### src/hdl/wfl_pkg.sv
// ----------------------------------------------------------------------------
// wfl_pkg
// Shared types, codes and direction helpers of the maze wall follower.
// ----------------------------------------------------------------------------
`default_nettype none

package wfl_pkg;

  // Grid geometry: square grid, one bit per cell (1 open, 0 wall)
  localparam int GridSize = 16;
  localparam int CoordW   = 4;

  typedef logic [CoordW-1:0] coord_t;

  localparam coord_t CoordMin = '0;
  localparam coord_t CoordMax = CoordW'(GridSize - 1);

  // Request command codes
  typedef enum logic [1:0] {
    CMD_LOAD  = 2'd0,
    CMD_PLACE = 2'd1,
    CMD_STEP  = 2'd2,
    CMD_NOP   = 2'd3
  } cmd_e;

  // Walker heading
  typedef enum logic [2:0] {
    HD_NONE  = 3'd0,
    HD_UP    = 3'd1,
    HD_DOWN  = 3'd2,
    HD_LEFT  = 3'd3,
    HD_RIGHT = 3'd4
  } hd_e;

  // Result status; also used for the finished flag (OK means still walking)
  typedef enum logic [1:0] {
    ST_OK    = 2'd0,
    ST_WALK  = 2'd1,
    ST_EXIT  = 2'd2,
    ST_STUCK = 2'd3
  } st_e;

  // Request payload
  typedef struct packed {
    cmd_e   cmd;
    coord_t row;
    coord_t col;
    logic   open;
  } req_t;

  // Result payload
  typedef struct packed {
    coord_t pos_row;
    coord_t pos_col;
    hd_e    heading;
    st_e    status;
  } res_t;

  // Open flags of the four neighbours of the walker (outside the grid = wall)
  typedef struct packed {
    logic up;
    logic down;
    logic left;
    logic right;
  } nb_t;

  function automatic hd_e right_of(hd_e h);
    case (h)
      HD_UP:    return HD_RIGHT;
      HD_DOWN:  return HD_LEFT;
      HD_LEFT:  return HD_UP;
      HD_RIGHT: return HD_DOWN;
      default:  return HD_NONE;
    endcase
  endfunction

  function automatic hd_e left_of(hd_e h);
    case (h)
      HD_UP:    return HD_LEFT;
      HD_DOWN:  return HD_RIGHT;
      HD_LEFT:  return HD_DOWN;
      HD_RIGHT: return HD_UP;
      default:  return HD_NONE;
    endcase
  endfunction

  function automatic hd_e back_of(hd_e h);
    case (h)
      HD_UP:    return HD_DOWN;
      HD_DOWN:  return HD_UP;
      HD_LEFT:  return HD_RIGHT;
      HD_RIGHT: return HD_LEFT;
      default:  return HD_NONE;
    endcase
  endfunction

  // Open flag of the neighbour in direction d
  function automatic logic nb_sel(nb_t nb, hd_e d);
    case (d)
      HD_UP:    return nb.up;
      HD_DOWN:  return nb.down;
      HD_LEFT:  return nb.left;
      HD_RIGHT: return nb.right;
      default:  return 1'b0;
    endcase
  endfunction

endpackage

`default_nettype wire

### src/hdl/wfl_if.sv
// ----------------------------------------------------------------------------
// wfl_req_if / wfl_rsp_if
// Valid/ready channels for walker requests and walker results.
// ----------------------------------------------------------------------------
`default_nettype none

interface wfl_req_if;
  import wfl_pkg::*;

  logic   valid;
  logic   ready;
  cmd_e   cmd;
  coord_t row;
  coord_t col;
  logic   open;

  modport source (output valid, cmd, row, col, open, input ready);
  modport sink   (input valid, cmd, row, col, open, output ready);
endinterface

interface wfl_rsp_if;
  import wfl_pkg::*;

  logic   valid;
  logic   ready;
  coord_t pos_row;
  coord_t pos_col;
  hd_e    heading;
  st_e    status;

  modport source (output valid, pos_row, pos_col, heading, status, input ready);
  modport sink   (input valid, pos_row, pos_col, heading, status, output ready);
endinterface

`default_nettype wire

### src/hdl/wfl_grid.sv
// ----------------------------------------------------------------------------
// wfl_grid
// Cell store. Kept twice, as row words and as column words, so the four
// neighbours of the walker come from one word of each copy.
// ----------------------------------------------------------------------------
`default_nettype none

module wfl_grid (
  input  wire logic            clk_i,
  input  wire logic            we_i,
  input  wire wfl_pkg::coord_t wr_row_i,
  input  wire wfl_pkg::coord_t wr_col_i,
  input  wire logic            wr_open_i,
  input  wire wfl_pkg::coord_t pos_row_i,
  input  wire wfl_pkg::coord_t pos_col_i,
  output wfl_pkg::nb_t         nb_o
);
  import wfl_pkg::*;

  logic [GridSize-1:0] row_mem_q [GridSize];
  logic [GridSize-1:0] col_mem_q [GridSize];
  logic [GridSize-1:0] row_word;
  logic [GridSize-1:0] col_word;

  // Cell write, mirrored into both copies; contents undefined until loaded
  always_ff @(posedge clk_i) begin
    if (we_i) begin
      row_mem_q[wr_row_i][wr_col_i] <= wr_open_i;
      col_mem_q[wr_col_i][wr_row_i] <= wr_open_i;
    end
  end

  // Walker's row word gives left/right, its column word gives up/down
  assign row_word = row_mem_q[pos_row_i];
  assign col_word = col_mem_q[pos_col_i];

  // Neighbours beyond the border read as wall
  always_comb begin
    nb_o.up    = (pos_row_i != CoordMin) && col_word[pos_row_i - coord_t'(1)];
    nb_o.down  = (pos_row_i != CoordMax) && col_word[pos_row_i + coord_t'(1)];
    nb_o.left  = (pos_col_i != CoordMin) && row_word[pos_col_i - coord_t'(1)];
    nb_o.right = (pos_col_i != CoordMax) && row_word[pos_col_i + coord_t'(1)];
  end

endmodule

`default_nettype wire

### src/hdl/wfl_walker.sv
// ----------------------------------------------------------------------------
// wfl_walker
// Walker state and the right-hand rule: one move or turn per step request.
// ----------------------------------------------------------------------------
`default_nettype none

module wfl_walker (
  input  wire logic           clk_i,
  input  wire logic           rst_ni,
  input  wire logic           en_i,
  input  wire wfl_pkg::req_t  req_i,
  input  wire wfl_pkg::nb_t   nb_i,
  output wfl_pkg::coord_t     pos_row_o,
  output wfl_pkg::coord_t     pos_col_o,
  output wfl_pkg::res_t       res_o
);
  import wfl_pkg::*;

  coord_t row_q, row_d;
  coord_t col_q, col_d;
  hd_e    hd_q, hd_d;
  logic   first_q, first_d;
  st_e    fin_q, fin_d;

  st_e    status;
  logic   mv;
  hd_e    mv_dir;
  coord_t mv_row;
  coord_t mv_col;

  // Next state
  always_comb begin
    row_d   = row_q;
    col_d   = col_q;
    hd_d    = hd_q;
    first_d = first_q;
    fin_d   = fin_q;
    status  = ST_OK;
    mv      = 1'b0;
    mv_dir  = HD_NONE;
    mv_row  = row_q;
    mv_col  = col_q;

    if (en_i) begin
      case (req_i.cmd)
        CMD_PLACE: begin
          row_d   = req_i.row;
          col_d   = req_i.col;
          hd_d    = HD_NONE;
          first_d = 1'b1;
          fin_d   = ST_OK;
        end
        CMD_STEP: begin
          if (fin_q != ST_OK) begin
            // walk over: repeat final status
            status = fin_q;
          end else if (first_q ||
                       !(hd_q inside {HD_UP, HD_DOWN, HD_LEFT, HD_RIGHT})) begin
            // first step: down, up, left, right
            mv = 1'b1;
            if (nb_i.down) begin
              mv_dir = HD_DOWN;
            end else if (nb_i.up) begin
              mv_dir = HD_UP;
            end else if (nb_i.left) begin
              mv_dir = HD_LEFT;
            end else if (nb_i.right) begin
              mv_dir = HD_RIGHT;
            end else begin
              mv     = 1'b0;
              fin_d  = ST_STUCK;
              status = ST_STUCK;
            end
          end else if (nb_sel(nb_i, right_of(hd_q))) begin
            mv     = 1'b1;
            mv_dir = right_of(hd_q);
          end else if (nb_sel(nb_i, hd_q)) begin
            mv     = 1'b1;
            mv_dir = hd_q;
          end else if (nb_sel(nb_i, left_of(hd_q))) begin
            hd_d   = left_of(hd_q);
            status = ST_WALK;
          end else begin
            hd_d   = back_of(hd_q);
            status = ST_WALK;
          end
        end
        default: ;
      endcase
    end

    // One-cell move and border exit check
    case (mv_dir)
      HD_UP:    mv_row = row_q - coord_t'(1);
      HD_DOWN:  mv_row = row_q + coord_t'(1);
      HD_LEFT:  mv_col = col_q - coord_t'(1);
      HD_RIGHT: mv_col = col_q + coord_t'(1);
      default:  ;
    endcase

    if (mv) begin
      row_d   = mv_row;
      col_d   = mv_col;
      hd_d    = mv_dir;
      first_d = 1'b0;
      if (mv_row == CoordMin || mv_col == CoordMin ||
          mv_row == CoordMax || mv_col == CoordMax) begin
        fin_d  = ST_EXIT;
        status = ST_EXIT;
      end else begin
        status = ST_WALK;
      end
    end
  end

  // Walker registers
  always_ff @(posedge clk_i or negedge rst_ni) begin
    if (!rst_ni) begin
      row_q   <= '0;
      col_q   <= '0;
      hd_q    <= HD_NONE;
      first_q <= 1'b1;
      fin_q   <= ST_OK;
    end else if (en_i) begin
      row_q   <= row_d;
      col_q   <= col_d;
      hd_q    <= hd_d;
      first_q <= first_d;
      fin_q   <= fin_d;
    end
  end

  assign pos_row_o = row_q;
  assign pos_col_o = col_q;

  // Result reflects the state after this request
  always_comb begin
    res_o.pos_row = row_d;
    res_o.pos_col = col_d;
    res_o.heading = hd_d;
    res_o.status  = status;
  end

endmodule

`default_nettype wire

### src/hdl/maze_wall_follower.sv
// ----------------------------------------------------------------------------
// maze_wall_follower
// Right-hand wall follower on a 16 x 16 grid of open and wall cells.
// ----------------------------------------------------------------------------
// Usage:
//   req_i carries one request: cmd (load a cell, place the walker, take a
//   step, or no-op), row, col and open. rsp_o returns exactly one result per
//   request, in order: walker position, heading and status.
//   Cells must be loaded before the walker reads them; a place request puts
//   the walker on its start cell with no heading.
// Path and throughput:
//   A request is held in the input register, is processed in one pass through
//   the cell store and the step logic, and its result is registered in the
//   output register, which drives rsp_o. One request per cycle is sustained
//   while rsp_o is not held off.
// Reset:
//   Walker at row 0, column 0, no heading, first step armed, walk not ended.
//   Both pipeline registers empty. Cell contents are not cleared.
// Stalls:
//   When rsp_o is held off, the result stays in the output register; one more
//   request may wait in the input register, after which req_i.ready drops.
// ----------------------------------------------------------------------------
`default_nettype none

module maze_wall_follower (
  input  wire logic  clk_i,
  input  wire logic  rst_ni,
  wfl_req_if.sink    req_i,
  wfl_rsp_if.source  rsp_o
);
  import wfl_pkg::*;

  logic   in_vld_q;
  req_t   in_q;
  logic   out_vld_q;
  res_t   out_q;
  logic   adv;
  nb_t    nb;
  coord_t pos_row;
  coord_t pos_col;
  res_t   res_d;

  // Request in the input register moves on when the output register is free
  assign adv         = in_vld_q && (!out_vld_q || rsp_o.ready);
  assign req_i.ready = !in_vld_q || adv;

  // Input register
  always_ff @(posedge clk_i or negedge rst_ni) begin
    if (!rst_ni) begin
      in_vld_q <= 1'b0;
    end else if (req_i.ready) begin
      in_vld_q <= req_i.valid;
    end
  end

  always_ff @(posedge clk_i) begin
    if (req_i.valid && req_i.ready) begin
      in_q.cmd  <= req_i.cmd;
      in_q.row  <= req_i.row;
      in_q.col  <= req_i.col;
      in_q.open <= req_i.open;
    end
  end

  wfl_grid u_grid (
    .clk_i     (clk_i),
    .we_i      (adv && (in_q.cmd == CMD_LOAD)),
    .wr_row_i  (in_q.row),
    .wr_col_i  (in_q.col),
    .wr_open_i (in_q.open),
    .pos_row_i (pos_row),
    .pos_col_i (pos_col),
    .nb_o      (nb)
  );

  wfl_walker u_walker (
    .clk_i     (clk_i),
    .rst_ni    (rst_ni),
    .en_i      (adv),
    .req_i     (in_q),
    .nb_i      (nb),
    .pos_row_o (pos_row),
    .pos_col_o (pos_col),
    .res_o     (res_d)
  );

  // Output register
  always_ff @(posedge clk_i or negedge rst_ni) begin
    if (!rst_ni) begin
      out_vld_q <= 1'b0;
    end else if (adv) begin
      out_vld_q <= 1'b1;
    end else if (rsp_o.ready) begin
      out_vld_q <= 1'b0;
    end
  end

  always_ff @(posedge clk_i) begin
    if (adv) begin
      out_q <= res_d;
    end
  end

  assign rsp_o.valid   = out_vld_q;
  assign rsp_o.pos_row = out_q.pos_row;
  assign rsp_o.pos_col = out_q.pos_col;
  assign rsp_o.heading = out_q.heading;
  assign rsp_o.status  = out_q.status;

endmodule

`default_nettype wire

### src/flat_wrapper.sv
// flat-port wrapper written by rule: the top's interface ports become plain ports
module maze_wall_follower_flat import wfl_pkg::*;
  (clk_i, rst_ni, req_i_valid, req_i_cmd, req_i_row, req_i_col, req_i_open, req_i_ready, rsp_o_valid, rsp_o_pos_row, rsp_o_pos_col, rsp_o_heading, rsp_o_status, rsp_o_ready);
  wfl_req_if req_i_i ();
  wfl_rsp_if rsp_o_i ();
  input  wire logic clk_i;
  input  wire logic rst_ni;
  input wire logic [$bits(req_i_i.valid)-1:0] req_i_valid;
  input wire logic [$bits(req_i_i.cmd)-1:0] req_i_cmd;
  input wire logic [$bits(req_i_i.row)-1:0] req_i_row;
  input wire logic [$bits(req_i_i.col)-1:0] req_i_col;
  input wire logic [$bits(req_i_i.open)-1:0] req_i_open;
  output wire logic [$bits(req_i_i.ready)-1:0] req_i_ready;
  output wire logic [$bits(rsp_o_i.valid)-1:0] rsp_o_valid;
  output wire logic [$bits(rsp_o_i.pos_row)-1:0] rsp_o_pos_row;
  output wire logic [$bits(rsp_o_i.pos_col)-1:0] rsp_o_pos_col;
  output wire logic [$bits(rsp_o_i.heading)-1:0] rsp_o_heading;
  output wire logic [$bits(rsp_o_i.status)-1:0] rsp_o_status;
  input wire logic [$bits(rsp_o_i.ready)-1:0] rsp_o_ready;
  assign req_i_i.valid = req_i_valid;
  assign req_i_i.cmd = req_i_cmd;
  assign req_i_i.row = req_i_row;
  assign req_i_i.col = req_i_col;
  assign req_i_i.open = req_i_open;
  assign req_i_ready = req_i_i.ready;
  assign rsp_o_valid = rsp_o_i.valid;
  assign rsp_o_pos_row = rsp_o_i.pos_row;
  assign rsp_o_pos_col = rsp_o_i.pos_col;
  assign rsp_o_heading = rsp_o_i.heading;
  assign rsp_o_status = rsp_o_i.status;
  assign rsp_o_i.ready = rsp_o_ready;
  maze_wall_follower u_core (.clk_i(clk_i), .rst_ni(rst_ni), .req_i(req_i_i), .rsp_o(rsp_o_i));
endmodule
### config.mk
export PLATFORM = sky130hd
export DESIGN_NAME = maze_wall_follower_flat
export DESIGN_NICKNAME = d
export VERILOG_FILES = /design/src/hdl/wfl_pkg.sv /design/src/hdl/wfl_if.sv /design/src/hdl/wfl_grid.sv /design/src/hdl/wfl_walker.sv /design/src/hdl/maze_wall_follower.sv /design/src/flat_wrapper.sv
export SDC_FILE = /design/constraint.sdc
export NUM_CORES = 1
export LEC_CHECK = 0
export BUFFER_PORTS_ARGS = -buffer_cell sky130_fd_sc_hd__buf_2
export CORE_ASPECT_RATIO = 0.6
export CORE_MARGIN = 5
export CORE_UTILIZATION = 30
export DETAILED_ROUTE_END_ITERATION = 10
export PLACE_DENSITY_LB_ADDON = 0.12
export SYNTH_ARGS = -nofsm -noshare
export SYNTH_HDL_FRONTEND = slang
export SYNTH_SLANG_ARGS = --single-unit
### constraint.sdc
create_clock -name clk_i -period 7.1 [get_ports clk_i]
set_input_delay 1.42 -clock clk_i [delete_from_list [all_inputs] [get_ports clk_i]]
set_output_delay 1.42 -clock clk_i [all_outputs]
set_load 0.01 [all_outputs]
==> flow_summary_export.csv, run 1 <==
group,metric,value,unit
run_status,status,"finished, final reports clean",
yosys,yosysMostFrequentCell,"nor2_1",
routing,dr.pass1.iters,5,
power,p_leak,8.83,nW
yosys,synth_top_area_share,63.0,%
sta,rsz0062_at_grt,"false",
power,intPower,6.55,mW
cts,cts_resized,0,
layout,multi_input_area,8080,um^2
place,dpl-instance-area,26600,um^2
yosys,ys.flop_type,"edfxtp_1",
routing,drt-initial-drc-count,1768,
routing,final_antenna_net_count,0,
yosys,postSynthNetCount,1956,
yosys,synth.avg_cell_area,13.2,um^2
layout,nets,1931,
layout,drive_gt1_share,14.4,%
floorplanning,dieHeight,236,um
floorplanning,initial_core_util,30.4,%
sta,finClkSkew,20.1,ps
worst_setup_path,crit_path_top_delay_cell,"dfrtp_4",
layout,final_cell_area,28400,um^2
worst_setup_path,path_class,"reg2reg",
layout,syn2layout_area_growth,11.1,%
layout,layout.area.seq,16500,um^2
power,max-vdd-ir-drop,200,uV
layout,antennaDiodeCount,0,
power,sw_frac_of_total,36.9,%
global_routing,grt_max_degree,231,
routing,viasPerCell,5.25,
cts,cts.sinks,552,
cts,cts_tree,"done",
sta,finalHoldViolCount,0,
worst_setup_path,start_kind,"flop",
worst_setup_path,arrival,6520,ps
yosys,ys_warn_count,0,
cts,root_buffer,"clkbuf_16",
place,gp_congestion,0.857,
worst_setup_path,crit_path_max_fanout,46,
cts,htreeDepth,2,
floorplanning,die_area,91300,um^2
sta,setup_viol,0,
worst_setup_path,crit_family,"compound AO/OA/AOI/OAI gates",
routing,drt_wl_total,80200,um
power,powerDensity,366,nW/um^2
floorplanning,core,83900,um^2
power,comb_power_share,33.8,%
routing,dr_total_vias,16200,
worst_hold_path,hold_class,"reg2reg",
yosys,ys_seq_area_share,64.6,%
cts,cts_hold_buf,0,
floorplanning,die_x,387,um
worst_setup_path,critPathMaxStageDelay,1030,ps
yosys,synth_cells,1934,
routing,routedWlPerCell,26.0,um
worst_setup_path,cp_cell_sequence,"buf_12, inv_2, and3_1, a311oi_1, nor3_1, nor4_2, nand3_1, and3_2, a211oi_4, a31oi_2, a211oi_1, nor4_1, or2_0, o41ai_2",
floorplanning,row_count,82,
cts,cts_made_buffers,53,
yosys,synthTopCellsByArea,"edfxtp_1 63%, nor2_1 8.2%, mux2i_1 4.7%, mux4_2 4.7%, mux4_1 1.5%",
sta,max_freq,0.165,GHz
job,drv_cap,0,
layout,nFillCells,8382,
place,port_buffers,29,
global_routing,antenna_found_initial,2,
yosys,synth_common_cells,"556 x nor2_1, 536 x edfxtp_1, 121 x mux2i_1, 98 x clkbuf_1, 90 x nand2_1",
sta,whs,495,ps
sta,max_slew_margin,24.4,%
yosys,ys_types,102,
floorplanning,io_pins,30,
routing,drc,0,
worst_setup_path,crit_buf_inv,2,
yosys,syn_area,25600,um^2
sta,worst_slew_pin_slew,1130,ps
yosys,synth_top_cell_by_area,"edfxtp_1",
yosys,async_flop_share,2.90,%
yosys,synth_edf_count,536,
place,hpwl,48900,um
cts,clk_path_buf_depth,3,
cts,cts_setup_buffers,0,
power,p_total,10.4,mW
global_routing,grt-ovfl-total,0,
yosys,ys_seq_elements,552,
worst_setup_path,cp-end-kind,"flop",
global_routing,grt_pass1_wl,115000,um
power,p_clk_share,28.0,%
global_routing,first_global_vias,15800,
global_routing,track_usage,17.1,%
sta,period_share,85.6,%
power,p_sw,3.84,mW
power,power_frac_seq,38.3,%
worst_setup_path,crit_required,7550,ps
cts,clk_pin_slew,70,ps
cts,insertion_delay,630,ps
sta,fin_crit,6080,ps
sta,report.final.slew_viol_count,0,
==> sequential cells by signal, summed over array words and instances, names as in the netlist, 4 cells and up <==
signal and cells:
u_core.rsp_o.pos_row 4, u_core.rsp_o.pos_col 4, u_core.u_grid.row_mem_q 256, u_core.u_walker.pos_col_o 4, u_core.u_walker.pos_row_o 4, u_core.in_q 11
u_core.u_grid.col_mem_q 256
==> layout by cell type (no fill, tap or decap), types with 15 or more instances in the layout <==
cell type    n
a21oi_1     34
a22oi_1     38
buf_2       29
buf_4       48
clkbuf_16   54
clkinv_1    20
edfxtp_1   536
inv_1       17
mux2_2      16
mux2i_1    121
mux4_1      15
mux4_2      53
nand2_1     82
nand3_1     24
nor2_1     555
o21ai_0     20
==> layer usage <==
| metal | share of wire (%) | wire (um) | global-route usage, % |
|---|---|---|---|
| met1 | 52 | 42000 | 27.8 |
| met2 | 39 | 31700 | 23.1 |
| met3 | 6.7 | 5360 | 3.89 |
| met4 | 1.5 | 1220 | 3.01 |
| met5 | 0 | 0 | 0 |
==> stage by stage <==
stage / std cells / utilization (%) / worst slack (ps) / TNS (ps)
after floorplan: 1934 / - / -493 / -252490
after global placement: 2988 / 31.8 / 1170 / 0
after detailed placement: 2988 / 31.8 / 1150 / 0
after CTS: 3087 / 33.8 / 1140 / 0
after global routing: 3087 / 33.8 / 764 / 0
final: 3087 / 33.8 / 1020 / 0
==> final timing paths <==
check                           slack (ps)                          from  depth (start not counted)                           end
worst max-delay path                  1020  u_core.u_walker.pos_row_o[0]                         14        u_core.rsp_o.status[0]
worst min-delay path                   500               u_core.in_vld_q                          1            u_core.rsp_o.valid
worst max register to register        1020  u_core.u_walker.pos_row_o[0]                         14        u_core.rsp_o.status[0]
worst min register to register         500               u_core.in_vld_q                          1            u_core.rsp_o.valid
max in group asynchronous             5920                        rst_ni                          1  u_core.u_walker.pos_col_o[0]
min in group asynchronous              770                        rst_ni                          1  u_core.u_walker.pos_row_o[2]
==> kinds of logic (layout without fill, tap and decap cells) <==
| family | after synthesis | in the layout | share of synthesized area, % |
|---|---|---|---|
| AO/OA/AOI/OAI | 204 | 204 | 6.27 |
| XOR/XNOR | 14 | 14 | 0.480 |
| adder cells (fa/ha/maj) | 7 | 7 | 0.343 |
| multiplexers | 205 | 205 | 11.7 |
| flip-flops | 552 | 552 | 64.6 |
| buffers and inverters | 179 | 198 | 3.98 |
| AND/OR/NAND/NOR | 773 | 773 | 12.7 |
==> cell type report <==
class / instances / share of cell area, %
well taps: 1134 / 5.00
multi-input cells: 1203 / 28.5
clock inverters: 39 / 1.26
flip-flops and latches: 552 / 58.2
clock buffers: 60 / 4.84
repair buffers: 80 / 1.99
inverters: 19 / 0.251
==> power by group through the flow <==
stage,clock [mW],sequential [mW],combinational [mW]
3_5_place_dp,0,4.05,3.46
4_1_cts,2.99,3.98,3.47
2_1_floorplan,0,3.82,2.61
6_report,2.91,3.98,3.51
3_3_place_gp,0,4.05,3.48
5_1_grt,3.12,4.00,3.75
Power figures use the tool's default switching activity.
==> run 2: changes to the inputs <==
--- a/config.mk
+++ b/config.mk
@@ -5,6 +5,7 @@
 export SDC_FILE = /design/constraint.sdc
 export NUM_CORES = 1
 export LEC_CHECK = 0
+export ABC_AREA = 1
 export BUFFER_PORTS_ARGS = -buffer_cell sky130_fd_sc_hd__buf_2
 export CORE_ASPECT_RATIO = 0.6
 export CORE_MARGIN = 5
==> run 2 against run 1 <==
Non-clock buffer count increased by 2. Hold slack got worse by 0.93 ps. Flip-flop and latch count unchanged. Count of clock-buffer cells in the layout increased by 9. Register-to-register slack improved by 1000 ps. Sequential share of layout area decreased by 1.6 points. Via count increased by 22%.
==> flow_summary_export.csv, run 2 <==
group,metric,value,unit
run_status,status,"finished, final reports clean",
yosys,ys_types,45,
global_routing,antenna_found_initial,2,
routing,dr_total_vias,19700,
yosys,synth_top_cell_by_area,"edfxtp_1",
routing,drt-initial-drc-count,2010,
floorplanning,row_count,84,
worst_hold_path,holdPathEnd,"u_core.u_walker.first_q",
sta,whs,494,ps
cts,root_buffer,"clkbuf_16",
power,power_frac_seq,33.9,%
worst_setup_path,r2r_start,"u_core.u_walker.pos_row_o[0]",
power,p_leak,10.5,nW
yosys,ys_warn_count,0,
worst_setup_path,arrival,5410,ps
routing,final_antenna_net_count,0,
routing,drt_wl_total,87500,um
sta,fin_setup_tns,0,ps
power,sw_frac_of_total,42.2,%
floorplanning,io_pins,30,
routing,drc,0,
global_routing,track_usage,18.3,%
floorplanning,core,87300,um^2
yosys,synth_top_area_share,61.1,%
sta,max_slew_margin,17.1,%
yosys,async_flop_share,2.90,%
worst_setup_path,start_kind,"flop",
place,hpwl,51600,um
worst_hold_path,hold_class,"reg2reg",
sta,worst_slew_pin_slew,1240,ps
global_routing,first_global_vias,18400,
sta,rsz0062_at_grt,"false",
layout,final_cell_mix,"896 x nand2_1, 634 x nor2_1, 536 x edfxtp_1",
global_routing,grt_pass1_wl,127000,um
cts,cts_setup_buffers,0,
layout,reg_top3,"u_core.u_grid.col_mem_q (256), u_core.u_grid.row_mem_q (256), u_core.in_q (11)",
sta,fin_crit,5040,ps
yosys,ys_seq_area_share,62.7,%
worst_hold_path,hold_start,"u_core.u_walker.first_q",
sta,period_share,71.0,%
cts,cts.sinks,552,
worst_setup_path,crit_path_max_fanout,69,
sta,setup_viol,0,
layout,final_common_cell,"nand2_1",
sta,finClkSkew,29.8,ps
layout,layout.area.seq,16500,um^2
yosys,yosysMostFrequentCell,"nand2_1",
power,p_sw,4.74,mW
power,powerDensity,385,nW/um^2
cts,cts_made_buffers,56,
floorplanning,dieHeight,239,um
yosys,ys.flop_type,"edfxtp_1",
cts,cts_tree,"done",
worst_setup_path,cp-end-kind,"flop",
cts,cts_hold_buf,0,
cts,clk_pin_slew,60,ps
sta,finalWorstSetupSlack,2060,ps
sta,finalHoldViolCount,0,
worst_setup_path,crit_required,7470,ps
sta,max_freq,0.198,GHz
yosys,synth_edf_count,536,
cts,cts_resized,0,
yosys,ys_seq_elements,552,
layout,syn2layout_area_growth,10.9,%
yosys,synth.avg_cell_area,9.25,um^2
yosys,synth_cells,2847,
layout,nets,2807,
worst_hold_path,holdPathStages,2,
layout,drive_gt1_share,7.49,%
floorplanning,die_x,392,um
worst_setup_path,ff2ff_setup_slack,2060,ps
routing,viasPerCell,4.93,
yosys,postSynthNetCount,2869,
place,pre_cts_slack,2120,ps
global_routing,busiest_layer,"met1",
global_routing,use_met3,3.86,%
sta,report.final.slew_viol_count,0,
global_routing,grt_max_degree,195,
floorplanning,die_area,94000,um^2
yosys,synthTopCellsByArea,"edfxtp_1 61%, nand2_1 13%, nor2_1 9.0%, nand3_1 3.5%, clkbuf_1 1.6%",
cts,insertion_delay,640,ps
routing,routedWlPerCell,21.9,um
layout,postLayoutCoreUtil,33.4,%
routing,dr.pass1.iters,6,
yosys,syn_area,26300,um^2
worst_setup_path,worstRegToRegCells,24,
worst_setup_path,path_class,"reg2reg",
power,comb_power_share,38.9,%
cts,clk_path_buf_depth,3,
place,gp_congestion,0.920,
yosys,synth_common_cells,"896 x nand2_1, 634 x nor2_1, 536 x edfxtp_1, 183 x nand3_1, 110 x clkbuf_1",
global_routing,met1_usage,30.1,%
cts,htreeDepth,2,
power,intPower,6.50,mW
layout,multi_input_area,8350,um^2
power,max-vdd-ir-drop,285,uV
place,port_buffers,29,
global_routing,use_met2,24.3,%
power,p_clk_share,27.2,%
worst_setup_path,r2r_end,"u_core.rsp_o.status[1]",
job,drv_cap,0,
global_routing,grt-ovfl-total,0,
layout,nFillCells,9051,
floorplanning,initial_core_util,30.1,%
==> run 2: changes by cell type in the layout (fill, tap and decap cells not counted), sizes merged, moves of 13 or more <==
cell and change:
a211oi -14, a21oi +45, a22oi -37, and3 -13, inv +91, mux2 -16, mux2i -121, mux4 -68
nand2 +817, nand3 +159, nand4 +34, nor2 +87, o211ai +14, o21ai +42
==> run 2: layout make-up <==
type	count	share of cell area [%]
Antenna cell	1	0.00857
Clock buffer	69	5.04
Clock inverter	36	1.28
Inverter	111	1.44
Multi-Input combinational cell	1982	28.6
Sequential cell	552	56.5
Tap cell	1161	4.98
Timing Repair Buffer	82	2.12
==> run 2: cell families after synthesis <==
| logic type | synth area share (%) |
|---|---|
| AND/OR/NAND/NOR | 27.5 |
| adder cells (fa/ha/maj) | 0.333 |
| XOR/XNOR | 0.266 |
| AO/OA/AOI/OAI | 3.61 |
| buffers and inverters | 5.59 |
| flip-flops | 62.7 |
==> run 2: per-stage QoR <==
stage	cell area, um^2	power (mW)	std cells
final	29200	11.2	3994
after detailed placement	27400	8.21	3888
after global placement	27400	8.20	3888
after CTS	29200	11.3	3993
after global routing	29200	11.9	3993
after floorplan	26300	6.76	2847
==> run 2: critical path, cell delays in order, from the launching register on <==
cell	delay (ps)
dfrtp_4	810
inv_4	450
buf_12	350
ha_1	550
clkinv_1	360
nand3_1	180
nand3_1	90
nand3_1	160
nand3_1	180
nand2_1	150
inv_2	50
o21ai_1	190
nand2_1	120
inv_1	120
nand2_4	100
nand3_2	150
nand2_4	70
nor2_1	160
nor2_2	60
nand2_1	50
nand2_1	40
nand2_1	100
nand2_2	80
nand2_2	80
nand2_1	50
==> run 2: metal layers <==
metal | routed length (um) | up-vias
li1 | - | 9212
met2 | 33400 | 602
met4 | 1400 | 0
met3 | 6530 | 95
met5 | 0 | -
met1 | 46200 | 9786
==> run 2: worst max path at each step <==
stage                                  from                             to  slack, ps
6_report       u_core.u_walker.pos_row_o[0]         u_core.rsp_o.status[1]       2060
5_1_grt        u_core.u_walker.pos_row_o[0]         u_core.rsp_o.status[0]       1710
2_1_floorplan                u_core.in_q[0]  u_core.u_grid.col_mem_q[0][0]       -490
4_1_cts        u_core.u_walker.pos_row_o[0]         u_core.rsp_o.status[0]       2090
3_3_place_gp   u_core.u_walker.pos_row_o[0]         u_core.rsp_o.status[1]       2140
3_5_place_dp   u_core.u_walker.pos_row_o[0]         u_core.rsp_o.status[0]       2120
==> run 2: power by group through the flow <==
stage,combinational [mW],sequential [mW],clock [mW]
after floorplan,2.91,3.85,0
after global placement,4.32,3.88,0
after detailed placement,4.33,3.88,0
after CTS,4.35,3.81,3.14
after global routing,4.80,3.82,3.26
final,4.37,3.81,3.06
